### config.mk
export PLATFORM = sky130hd
export DESIGN_NAME = vlrq_front
export DESIGN_NICKNAME = d
export VERILOG_FILES = /design/src/variable_length_record_ring_queue_top_macros.svh /design/src/vlrq_pkg.sv /design/src/vlrq_front.sv
export SDC_FILE = /design/constraint.sdc
export NUM_CORES = 1
export LEC_CHECK = 0
export BUFFER_PORTS_ARGS = -buffer_cell sky130_fd_sc_hd__buf_4
export CAP_MARGIN = 20
export CORE_MARGIN = 3
export CORE_UTILIZATION = 49
export CTS_BUF_LIST = sky130_fd_sc_hd__clkbuf_4
export DETAILED_ROUTE_END_ITERATION = 10
export GPL_ROUTABILITY_DRIVEN = 0
export GPL_TIMING_DRIVEN = 0
export PLACE_DENSITY = 0.78
export SYNTH_ARGS = -nofsm -noshare
export SYNTH_HDL_FRONTEND = slang
export SYNTH_SLANG_ARGS = --single-unit
export TNS_END_PERCENT = 50
### constraint.sdc
create_clock -name i_clk -period 3.8 [get_ports i_clk]
set_clock_uncertainty 0.15 [all_clocks]
set_input_delay 0.76 -clock i_clk [delete_from_list [all_inputs] [get_ports i_clk]]
set_output_delay 0.76 -clock i_clk [all_outputs]
set_load 0.01 [all_outputs]
### src/variable_length_record_ring_queue_top_macros.svh
// Assertion macros for the record ring queue.
// Used by the back-end module; needs i_clk and i_rst_n in scope.
`ifndef VARIABLE_LENGTH_RECORD_RING_QUEUE_TOP_MACROS_SVH
`define VARIABLE_LENGTH_RECORD_RING_QUEUE_TOP_MACROS_SVH

// Invariant checked every clock outside reset.
`define VLRQ_HOLDS(lbl, cond, msg) \
    lbl: assert property (@(posedge i_clk) disable iff (!i_rst_n) (cond)) else $error(msg);

// Implication checked every clock outside reset.
`define VLRQ_IMPLIES(lbl, pre, post, msg) \
    lbl: assert property (@(posedge i_clk) disable iff (!i_rst_n) (pre) |-> (post)) \
        else $error(msg);

`endif

### src/vlrq_pkg.sv
// Shared types and codes for the record ring queue.
// No dependencies.
package vlrq_pkg;
    localparam int BUFFER_BYTES_DEF = 4096;
    localparam int HEADER_BYTES = 4;
    localparam int CW = 18;

    localparam logic [2:0] OP_HDR   = 3'd0;
    localparam logic [2:0] OP_DATA  = 3'd1;
    localparam logic [2:0] OP_OPEN  = 3'd2;
    localparam logic [2:0] OP_READ  = 3'd3;
    localparam logic [2:0] OP_CLEAR = 3'd4;
    localparam logic [2:0] OP_BAD   = 3'd5;

    localparam logic [2:0] ST_OK      = 3'd0;
    localparam logic [2:0] ST_FULL    = 3'd1;
    localparam logic [2:0] ST_EMPTY   = 3'd2;
    localparam logic [2:0] ST_DROPPED = 3'd3;
    localparam logic [2:0] ST_SEQ     = 3'd4;

    typedef struct packed {
        logic [2:0]  op;
        logic [15:0] identifier;
        logic [15:0] payload_length;
        logic [7:0]  data_byte;
        logic [15:0] reader_capacity;
    } t_item;
endpackage

### src/vlrq_front.sv
// Front end: accepts items, classifies the kind, queues them two deep.
// Depends on vlrq_pkg.
module vlrq_front (
    input  logic                i_clk,
    input  logic                i_rst_n,
    input  logic                start,
    output logic                busy,
    input  logic [2:0]          i_kind,
    input  logic [15:0]         i_identifier,
    input  logic [15:0]         i_payload_length,
    input  logic [7:0]          i_data_byte,
    input  logic [15:0]         i_reader_capacity,
    output logic                o_valid,
    output vlrq_pkg::t_item     o_item,
    input  logic                i_pop
);
    import vlrq_pkg::*;

    t_item       r_slot [2];
    logic        r_wp, r_rp;
    logic [1:0]  r_cnt;
    logic        push, pop;
    t_item       item;

    assign busy    = (r_cnt == 2'd2) || !i_rst_n;
    assign push    = start && !busy;
    assign o_valid = (r_cnt != 2'd0);
    assign pop     = i_pop && o_valid;
    assign o_item  = r_slot[r_rp];

    always_comb begin
        item.op              = (i_kind > OP_CLEAR) ? OP_BAD : i_kind;
        item.identifier      = i_identifier;
        item.payload_length  = i_payload_length;
        item.data_byte       = i_data_byte;
        item.reader_capacity = i_reader_capacity;
    end

    always_ff @(posedge i_clk) begin
        if (push) begin
            r_slot[r_wp] <= item;
        end
        if (!i_rst_n) begin
            r_wp  <= 1'b0;
            r_rp  <= 1'b0;
            r_cnt <= 2'd0;
        end else begin
            if (push) r_wp <= ~r_wp;
            if (pop) r_rp <= ~r_rp;
            r_cnt <= r_cnt + 2'(push) - 2'(pop);
        end
    end
endmodule

==> results.toml, run 1 <==
[timing]
finalCritPeriodShare = 0.689
relSlewSlack = 0.625
hold_slack_ns = 0.294
tightest_slew_ns = 0.562
finalSetupViolCount = 0
min_period_ns = 2.62
fmax_ghz = 0.382
rsz0062_at_grt = "no"
slew_viol_final = 0
hold_violations = 0

[power_and_ir_drop]
cellInternalPower_mw = 2.37
swShare = 0.279
pwr-share-comb = 0.266
p_leak_nw = 2.24
power_frac_seq = 0.499
clkPwrFrac = 0.235
power_density_mw_per_mm2 = 551
peakVddDrop_mv = 0.351
p_sw_uw = 917

[finish]
multiInputGateArea_sq_um = 860
area_delta_synth_final_pct = 30.9
drive_gt1_frac = 0.610
final_cell_count_no_fill = 480
final_util = 0.671
seqCellArea_sq_mm = 0.00364
diodes = 0
nNetsFinal = 424
fin_area_sq_mm = 0.00596
num-fill-cells = 604

[detailed_routing]
vias = 2387
wirelength_um = 7800
route.detailed.wl_per_inst_um = 16.3
post-route-drc-count = 0
vias_per_cell = 4.97
first_pass_iters = 4
ant_nets = 0
drtIter0Drc = 58

[outcome]
status = "finished, final reports clean"

[clock_network]
insertion_delay_ns = 0.48
post-cts-setup-buffer-count = 0
clkTransAtPathRegs_ns = 0.12
htreeDepth = 4
cts_max_path_buffers = 2
hold_buffers = 0
clock_tree.root_cell = "clkbuf_4"
cts_resized = 0
cts_tree = "built"
clock_sinks = 123
cts_buffers = 17

[setup_path]
path_cells = "buf_6 > buf_2 > mux2_2 > buf_4"
crit_slowest_cell = "mux2_2"
critPathKind = "reg -> out"
cp_slowest_stage_delay_ns = 0.38
critPathMaxFanout = 10
endpoint_kind = "primary output"
start_kind = "flip-flop"
crit_buf_inv = 3
cp.required_ns = 2.89
path_delay_family = "buffers and inverters"
worstPathArrival_ns = 1.71

[grt]
gr-total-overflow = 0
grt_pass1_wl_um = 11800
grt_util_all_layers = 0.154
antenna_found_initial = 0
grt_pass1_vias = 2498
grt_start_max_net_pins = 25

[floorplanning]
num_io_pins = 124
initial_core_util = 0.513
die_w_um = 102
fp.dieH_um = 102
coreArea_sq_mm = 0.00889
rows = 34
dieArea_sq_mm = 0.0105

[yosys]
synthCells = 213
yosysTopAreaCell = "edfxtp_1"
syn-num-nets = 278
yosysMostFrequentCell = "edfxtp_1"
ys_types = 22
ys_warn_count = 0
synth_edf_count = 118
syn_area_sq_mm = 0.00456
ys_seq_area_frac = 0.800
ys.flop_type = "edfxtp_1"
async_flop_share = 0
synth_top_area_frac = 0.778
synth_commonest_cells = "edfxtp_1, mux2_2, mux2_4, dfxtp_1, buf_2"
ys_top_cells_by_area = "edfxtp_1, mux2_2, mux2_4, dfxtp_1, xnor2_1"
ys_seq_elements = 123
avgSynthCellArea_sq_um = 21.4

[placement]
dp_hpwl_um = 5370
dpl-instance-area_sq_mm = 0.00572
dp.cells = 448
port_buffers = 123

[run]
drv_cap = 0

[hold_path]
hold_path.class = "in -> reg"
## power by group through the flow
stage	combinational [mW]	sequential [mW]	clock (mW)
5_1_grt	0.940	1.65	0.862
3_3_place_gp	0.848	1.68	0
3_5_place_dp	0.889	1.67	0
6_report	0.873	1.64	0.772
4_1_cts	0.892	1.64	0.809
2_1_floorplan	0.490	1.67	0
## logic make-up after synthesis
family          count (synthesis)  share of synthesized area
compound gates                  4                    0.00604
fa+ha+maj                       2                    0.00549
mux                            59                      0.154
flops                         123                      0.800
xor+xnor                        3                    0.00577
simple gates                   12                     0.0140
buf+inv                        10                     0.0151
## routing by layer
metal  wire, um  up-vias  global-route usage
li1           -     1124                   -
met1       3040     1167               0.172
met2       4090       91               0.255
met3        613        5              0.0840
met4         55        0              0.0454
met5          0        -                   0
## path summary, 6_finish.rpt
check | depth (start not counted) | slack [ns] | start | end
max reg2reg | 4 | 1.77 | r_cnt[0]$_SDFF_PN0_ | r_slot[0][18]$_DFFE_PP_
min reg2reg | 1 | 0.39 | r_wp$_SDFFE_PN0P_ | r_wp$_SDFFE_PN0P_
min | 1 | 0.29 | i_payload_length[14] | r_slot[0][38]$_DFFE_PP_
max | 4 | 1.18 | flip-flop | o_item[17]
## sequential cells by signal, summed over array words and instances, names as in the netlist, named ones only
signal	cells
r_rp	1
r_cnt	2
r_wp	1
r_slot	118
## cell usage in the layout, fill, tap and decap left out, types with 2 or more instances in the layout
master      Yosys  layout
buf_4           0     123
edfxtp_1      118     118
mux2_2         49      49
clkbuf_4        0      17
mux2_4         10      10
dfxtp_1         5       5
buf_2           4       4
inv_6           0       4
clkinv_4        0       4
nor2b_1         3       3
xnor2_1         3       3
clkinvlp_4      0       3
buf_12          0       3
buf_6           2       2
nand2_1         2       2
inv_1           2       2
nor2_4          0       2
and2_1          2       2
ha_1            2       2
clkinv_2        0       2
## metrics by stage
stage | setup TNS, ns | setup WS [ns] | power [mW]
floorplan | -23.54 | -0.199 | 2.16
global placement | -203.19 | -1.72 | 2.53
detailed placement | 0 | 1.44 | 2.56
CTS | 0 | 1.10 | 3.34
global route | 0 | 1.01 | 3.45
finish | 0 | 1.18 | 3.29
## layout make-up
cell class / instances / share of cell area
clock buffers: 17 / 0.0214
repair buffers: 127 / 0.170
plain buffers: 8 / 0.0103
flip-flops and latches: 123 / 0.611
well taps: 108 / 0.0227
inverters: 2 / 0.00126
clock inverters: 15 / 0.0197
multi-input cells: 80 / 0.144
## worst register-to-register path, delay by kind of cell, from the launching register on
kind	cells	cell delay [ns]
AND/OR/NAND/NOR	3	0.93
flip-flops	1	0.38
buffers and inverters	1	0.26
Note: power is estimated with default switching activity, not from simulation.
==> run 2: changes to the inputs <==
- CORE_UTILIZATION: 49 -> 53
- PLACE_DENSITY: 0.78 -> 0.81
- clock period: 3.8 -> 2.5 ns (I/O delays scaled with it)
==> run 2 against run 1 <==
  * Routed wire length is 13% higher
  * Hold slack got worse by 0.18 ns
  * Setup slack worse by 1.0 ns
  * Sequential power rose by 52%
  * Non-clock buffer count increased by 56
==> results.toml, run 2 (synthesis gave the netlist of run 1 again) <==
[clock_network]
insertion_delay_ns = 0.49
htreeDepth = 4
clock_tree.root_cell = "clkbuf_4"
post-cts-setup-buffer-count = 0
clkTransAtPathRegs_ns = 0.11
cts_tree = "built"
cts_max_path_buffers = 2
cts_buffers = 17
clock_sinks = 123

[detailed_routing]
ant_nets = 0
post-route-drc-count = 0
vias_per_cell = 4.92
vias = 2625
drtIter0Drc = 94
wirelength_um = 8810
first_pass_iters = 4
route.detailed.wl_per_inst_um = 16.5

[floorplanning]
die_w_um = 98.7
coreArea_sq_mm = 0.00830
initial_core_util = 0.549
dieArea_sq_mm = 0.00975
num_io_pins = 124
fp.dieH_um = 98.7
rows = 33

[setup_path]
rr_startpoint = "r_cnt[0]$_SDFF_PN0_"
crit_buf_inv = 4
r2r-end = "r_slot[1][18]$_DFFE_PP_"
start_kind = "flip-flop"
path_delay_family = "buffers and inverters"
worstPathArrival_ns = 1.70
critPathMaxFanout = 10
critPathKind = "reg -> out"
crit_slowest_cell = "dfxtp_1"
cp_slowest_stage_delay_ns = 0.33
path_cells = "buf_6 > buf_6 > buf_8 > mux2_4 > buf_4"
crit_top_cell = "buf_6"
path_depth = 5
reg2reg_depth = 4
cp.required_ns = 1.85
endpoint = "o_item[53]"
rrSetupSlack_ns = 0.28
endpoint_kind = "primary output"

[finish]
multiInputGateArea_sq_um = 860
diodes = 0
final_common_cell = "buf_4"
drive_gt1_frac = 0.530
final_cell_mix = "buf_4, edfxtp_1, dlygate4sd3_1"
num-fill-cells = 434
largest_reg_flops = 118
seqCellArea_sq_mm = 0.00364
fin_area_sq_mm = 0.00661
reg_top3 = "r_slot (118), r_cnt (2)"
area_delta_synth_final_pct = 44.9
largest_register = "r_slot"
nNetsFinal = 480

[timing]
rsz0062_at_grt = "no"
tightest_slew_ns = 0.739
relSlewSlack = 0.506
slew_viol_final = 0
finalCritPeriodShare = 0.942
finalSetupViolCount = 0
fmax_ghz = 0.425
min_period_ns = 2.35
hold_violations = 0

[power_and_ir_drop]
p_sw_mw = 1.39
swShare = 0.259
power_density_mw_per_mm2 = 811
power_frac_seq = 0.466
pwr-share-comb = 0.265
peakVddDrop_mv = 0.543
clkPwrFrac = 0.269
power_mw = 5.36
cellInternalPower_mw = 3.97
p_leak_nw = 2.51

[grt]
grt_util_all_layers = 0.189
grt_pass1_wl_um = 13900
antenna_found_initial = 0
grt_start_max_net_pins = 22
gr-total-overflow = 0
grt_pass1_vias = 2915

[outcome]
status = "finished, final reports clean"

[placement]
dpl-instance-area_sq_mm = 0.00574
dp_hpwl_um = 5600
port_buffers = 123

[run]
drv_cap = 0

[hold_path]
hold_path.class = "in -> reg"
-- run 2: cell types whose count changed in the layout (fill, tap and decap cells not counted) --
| cell | before | now |
|---|---|---|
| buf_12 | 3 | 0 |
| buf_16 | 1 | 4 |
| buf_2 | 4 | 3 |
| bufinv_16 | 0 | 3 |
| clkbuf_4 | 17 | 19 |
| clkinv_4 | 4 | 2 |
| dlygate4sd3_1 | 0 | 56 |
| inv_6 | 4 | 3 |
| inv_8 | 1 | 0 |
-- run 2: layout make-up --
type                       instances  share of cell area
sequential                       123               0.552
buffer                             8             0.00966
timing repair buffer             183               0.241
clock buffer                      18              0.0205
tap                              105              0.0199
clock inverter                    14              0.0258
multi-input combinational         80               0.130
inverter                           2             0.00114
-- run 2: repair_timing --
item | in CTS | in global routing
endpoints found under the hold margin | 101 | 8
resized for setup | 0 | 1
setup endpoints to repair | 0 | 10
hold buffers | 52 | 4
-- run 2: per-layer routing --
layer	up-vias	track usage	share of wire
met2	106	0.344	0.54
met4	0	0.0651	0.014
met3	13	0.0651	0.059
met1	1264	0.205	0.39
met5	-	0	0
li1	1242	-	-
-- run 2: worst min path at each step --
| stage | start | endpoint | slack, ns | depth (start not counted) |
|---|---|---|---|---|
| 2_1_floorplan | r_wp$_SDFFE_PN0P_ | r_wp$_SDFFE_PN0P_ | 0.31 | 1 |
| 3_3_place_gp | r_wp$_SDFFE_PN0P_ | r_wp$_SDFFE_PN0P_ | 0.32 | 1 |
| 3_5_place_dp | r_wp$_SDFFE_PN0P_ | r_wp$_SDFFE_PN0P_ | 0.38 | 1 |
| 4_1_cts | i_identifier[7] | r_slot[1][47]$_DFFE_PP_ | 0.0002 | 1 |
| 5_1_grt | i_rst_n | r_cnt[0]$_SDFF_PN0_ | 0.07 | 2 |
| 6_report | i_rst_n | r_cnt[0]$_SDFF_PN0_ | 0.11 | 2 |
-- run 2: metrics by stage --
step,hold slack [ns],instances,util,setup WS [ns],TNS [ns]
after global routing,0.0733,533,0.796,0.0171,0
final,0.113,533,0.796,0.146,0
after CTS,0.000166,529,0.791,0.0462,0
after detailed placement,0.381,445,0.691,0.266,0
after floorplan,0.315,213,-,-0.280,-33.07
after global placement,0.323,441,0.677,-1.23,-145.02
-- run 2: worst reg2reg max path, cell delays in order (launching register included) --
cell      delay [ns]
dfxtp_1         0.40
nand2b_1        0.19
nand3_1         0.28
nor2_4          0.66
buf_16          0.25
-- run 2: power groups by stage --
stage               sequential [mW]  combinational [mW]  clock, mW
floorplan                      2.53               0.747          0
finish                         2.50                1.42       1.44
global route                   2.51                1.52       1.57
global placement               2.54                1.28          0
CTS                            2.50                1.43       1.47
detailed placement             2.54                1.36          0
==> run 3: changes to the inputs <==
- CORE_UTILIZATION: 53 -> 25
- PLACE_DENSITY: 0.81 -> 0.44
==> run 3 against run 2 <==
  * Clock power is 5% lower
  * Critical path type unchanged
  * First-iteration DRC count is 14% lower
  * Global-route usage is 9.2 points lower
  * Sequential cell count stayed put
  * Core utilization is 41 points lower
  * Highest routed layer unchanged
  * Hold slack worse by 0.00060 ns
  * Sequential share of layout area is 1.0 points lower
  * Largest power group unchanged
  * Routed wire length is 4.9% higher
  * Combinational power hardly changed
==> results.toml, run 3 (synthesis gave the netlist of run 1 again) <==
[outcome]
status = "finished, final reports clean"

[floorplanning]
dieArea_sq_mm = 0.0199
rows = 48
coreArea_sq_mm = 0.0176
num_io_pins = 124
fp.dieH_um = 141
initial_core_util = 0.259
die_w_um = 141

[setup_path]
r2r-end = "r_slot[1][47]$_DFFE_PP_"
worstPathArrival_ns = 1.70
rrSetupSlack_ns = 0.28
start_kind = "flip-flop"
reg2reg_depth = 5
endpoint = "o_item[54]"
rr_startpoint = "r_cnt[0]$_SDFF_PN0_"
cp.required_ns = 1.85
critPathKind = "reg -> out"
critPathMaxFanout = 10
endpoint_kind = "primary output"

[timing]
post-route-worst-setup-slack_ns = 0.151
finalSetupViolCount = 0
slew_viol_final = 0
fmax_ghz = 0.426
finalCritPeriodShare = 0.940
hold_violations = 0
min_period_ns = 2.35
tns_ns = 0
tightest_slew_ns = 0.648
relSlewSlack = 0.567
rsz0062_at_grt = "no"

[clock_network]
clock_tree.root_cell = "clkbuf_4"
insertion_delay_ns = 0.50
cts_buffers = 17
cts_tree = "built"
htreeDepth = 4
cts_max_path_buffers = 2
clkTransAtPathRegs_ns = 0.10
clock_sinks = 123

[finish]
final_common_cell = "buf_4"
drive_gt1_frac = 0.520
final_cell_count_no_fill = 652
largest_reg_flops = 118
diodes = 0
reg_top3 = "r_slot (118), r_cnt (2)"
final_cell_mix = "buf_4, edfxtp_1, dlygate4sd3_1"
largest_register = "r_slot"
area_delta_synth_final_pct = 47.6
nNetsFinal = 480

[detailed_routing]
wirelength_um = 9240
post-route-drc-count = 0
ant_nets = 0
vias = 2589
drtIter0Drc = 81
route.detailed.wl_per_inst_um = 14.2
vias_per_cell = 3.97
first_pass_iters = 4

[placement]
port_buffers = 123
dp_hpwl_um = 6240
dp.cells = 565
pre_cts_ws_ns = 0.0365

[power_and_ir_drop]
peakVddDrop_mv = 0.317
p_leak_nw = 2.50
cellInternalPower_mw = 3.96
power_density_mw_per_mm2 = 789
swShare = 0.254
clkPwrFrac = 0.258
power_frac_seq = 0.469
pwr-share-comb = 0.273
p_sw_mw = 1.35

[run]
drv_cap = 0

[hold_path]
hold_path.class = "in -> reg"

[grt]
gr-total-overflow = 0
grt_pass1_wl_um = 14500
antenna_found_initial = 0
grt_util_all_layers = 0.0972
grt_start_max_net_pins = 29
grt_pass1_vias = 2871
-- run 3: cell types whose count changed in the layout (fill, tap and decap cells not counted), sizes merged --
cell	previous run	this run
clkinv	5	8
inv	5	2
clkinvlp	3	1
buf	133	134
-- run 3: metal layers --
metal | GRT usage | share of wire | vias up
li1 | - | - | 1238
met1 | 0.108 | 0.42 | 1256
met2 | 0.162 | 0.50 | 83
met3 | 0.0410 | 0.069 | 12
met4 | 0.0459 | 0.018 | 0
met5 | 0 | 0 | -
-- run 3: what timing repair did --
item / CTS / global route
resized for setup: 2 / 8
setup endpoints to repair: 12 / 46
buffers inserted: 0 / 0
hold endpoints to repair: 112 / 0
pin swaps: 0 / 0
hold buffers: 56 / 0
-- run 3: final cells by class --
| class | instances | area, sq um |
|---|---|---|
| Multi-Input combinational cell | 80 | 865 |
| Buffer | 8 | 85.1 |
| Clock buffer | 19 | 143 |
| Tap cell | 225 | 282 |
| Fill cell | 1660 | 10900 |
| Clock inverter | 12 | 130 |
| Inverter | 2 | 7.51 |
| Sequential cell | 123 | 3640 |
| Timing Repair Buffer | 183 | 1570 |
-- run 3: through the flow --
stage	total power, mW	cell area (sq um)	hold WS, ns	util
2_1_floorplan	3.28	4560	0.315	-
3_3_place_gp	3.89	5770	0.332	0.328
3_5_place_dp	3.93	5860	0.367	0.333
4_1_cts	5.42	6700	0.0395	0.381
5_1_grt	5.63	6730	0.0533	0.382
6_report	5.31	6730	0.112	0.382
-- run 3: worst min path at each step --
stage / endpoint / depth (start not counted) / startpoint
after CTS: r_cnt[1]$_SDFF_PN0_ / 2 / i_rst_n
final: r_cnt[0]$_SDFF_PN0_ / 2 / i_rst_n
after global routing: r_cnt[0]$_SDFF_PN0_ / 2 / i_rst_n
after global placement: r_wp$_SDFFE_PN0P_ / 1 / r_wp$_SDFFE_PN0P_
after floorplan: r_wp$_SDFFE_PN0P_ / 1 / r_wp$_SDFFE_PN0P_
after detailed placement: r_wp$_SDFFE_PN0P_ / 1 / r_wp$_SDFFE_PN0P_
-- run 3: power groups by stage --
stage | clock [mW] | sequential, mW | combinational, mW
2_1_floorplan | 0 | 2.53 | 0.747
3_3_place_gp | 0 | 2.55 | 1.34
3_5_place_dp | 0 | 2.54 | 1.39
4_1_cts | 1.45 | 2.49 | 1.47
5_1_grt | 1.55 | 2.50 | 1.58
6_report | 1.37 | 2.49 | 1.45
-- run 3: worst max-delay path, cell delays in order, from the launching register on --
cell	delay (ns)
dfxtp_1	0.33
buf_6	0.13
buf_12	0.14
buf_12	0.15
mux2_4	0.30
buf_4	0.14
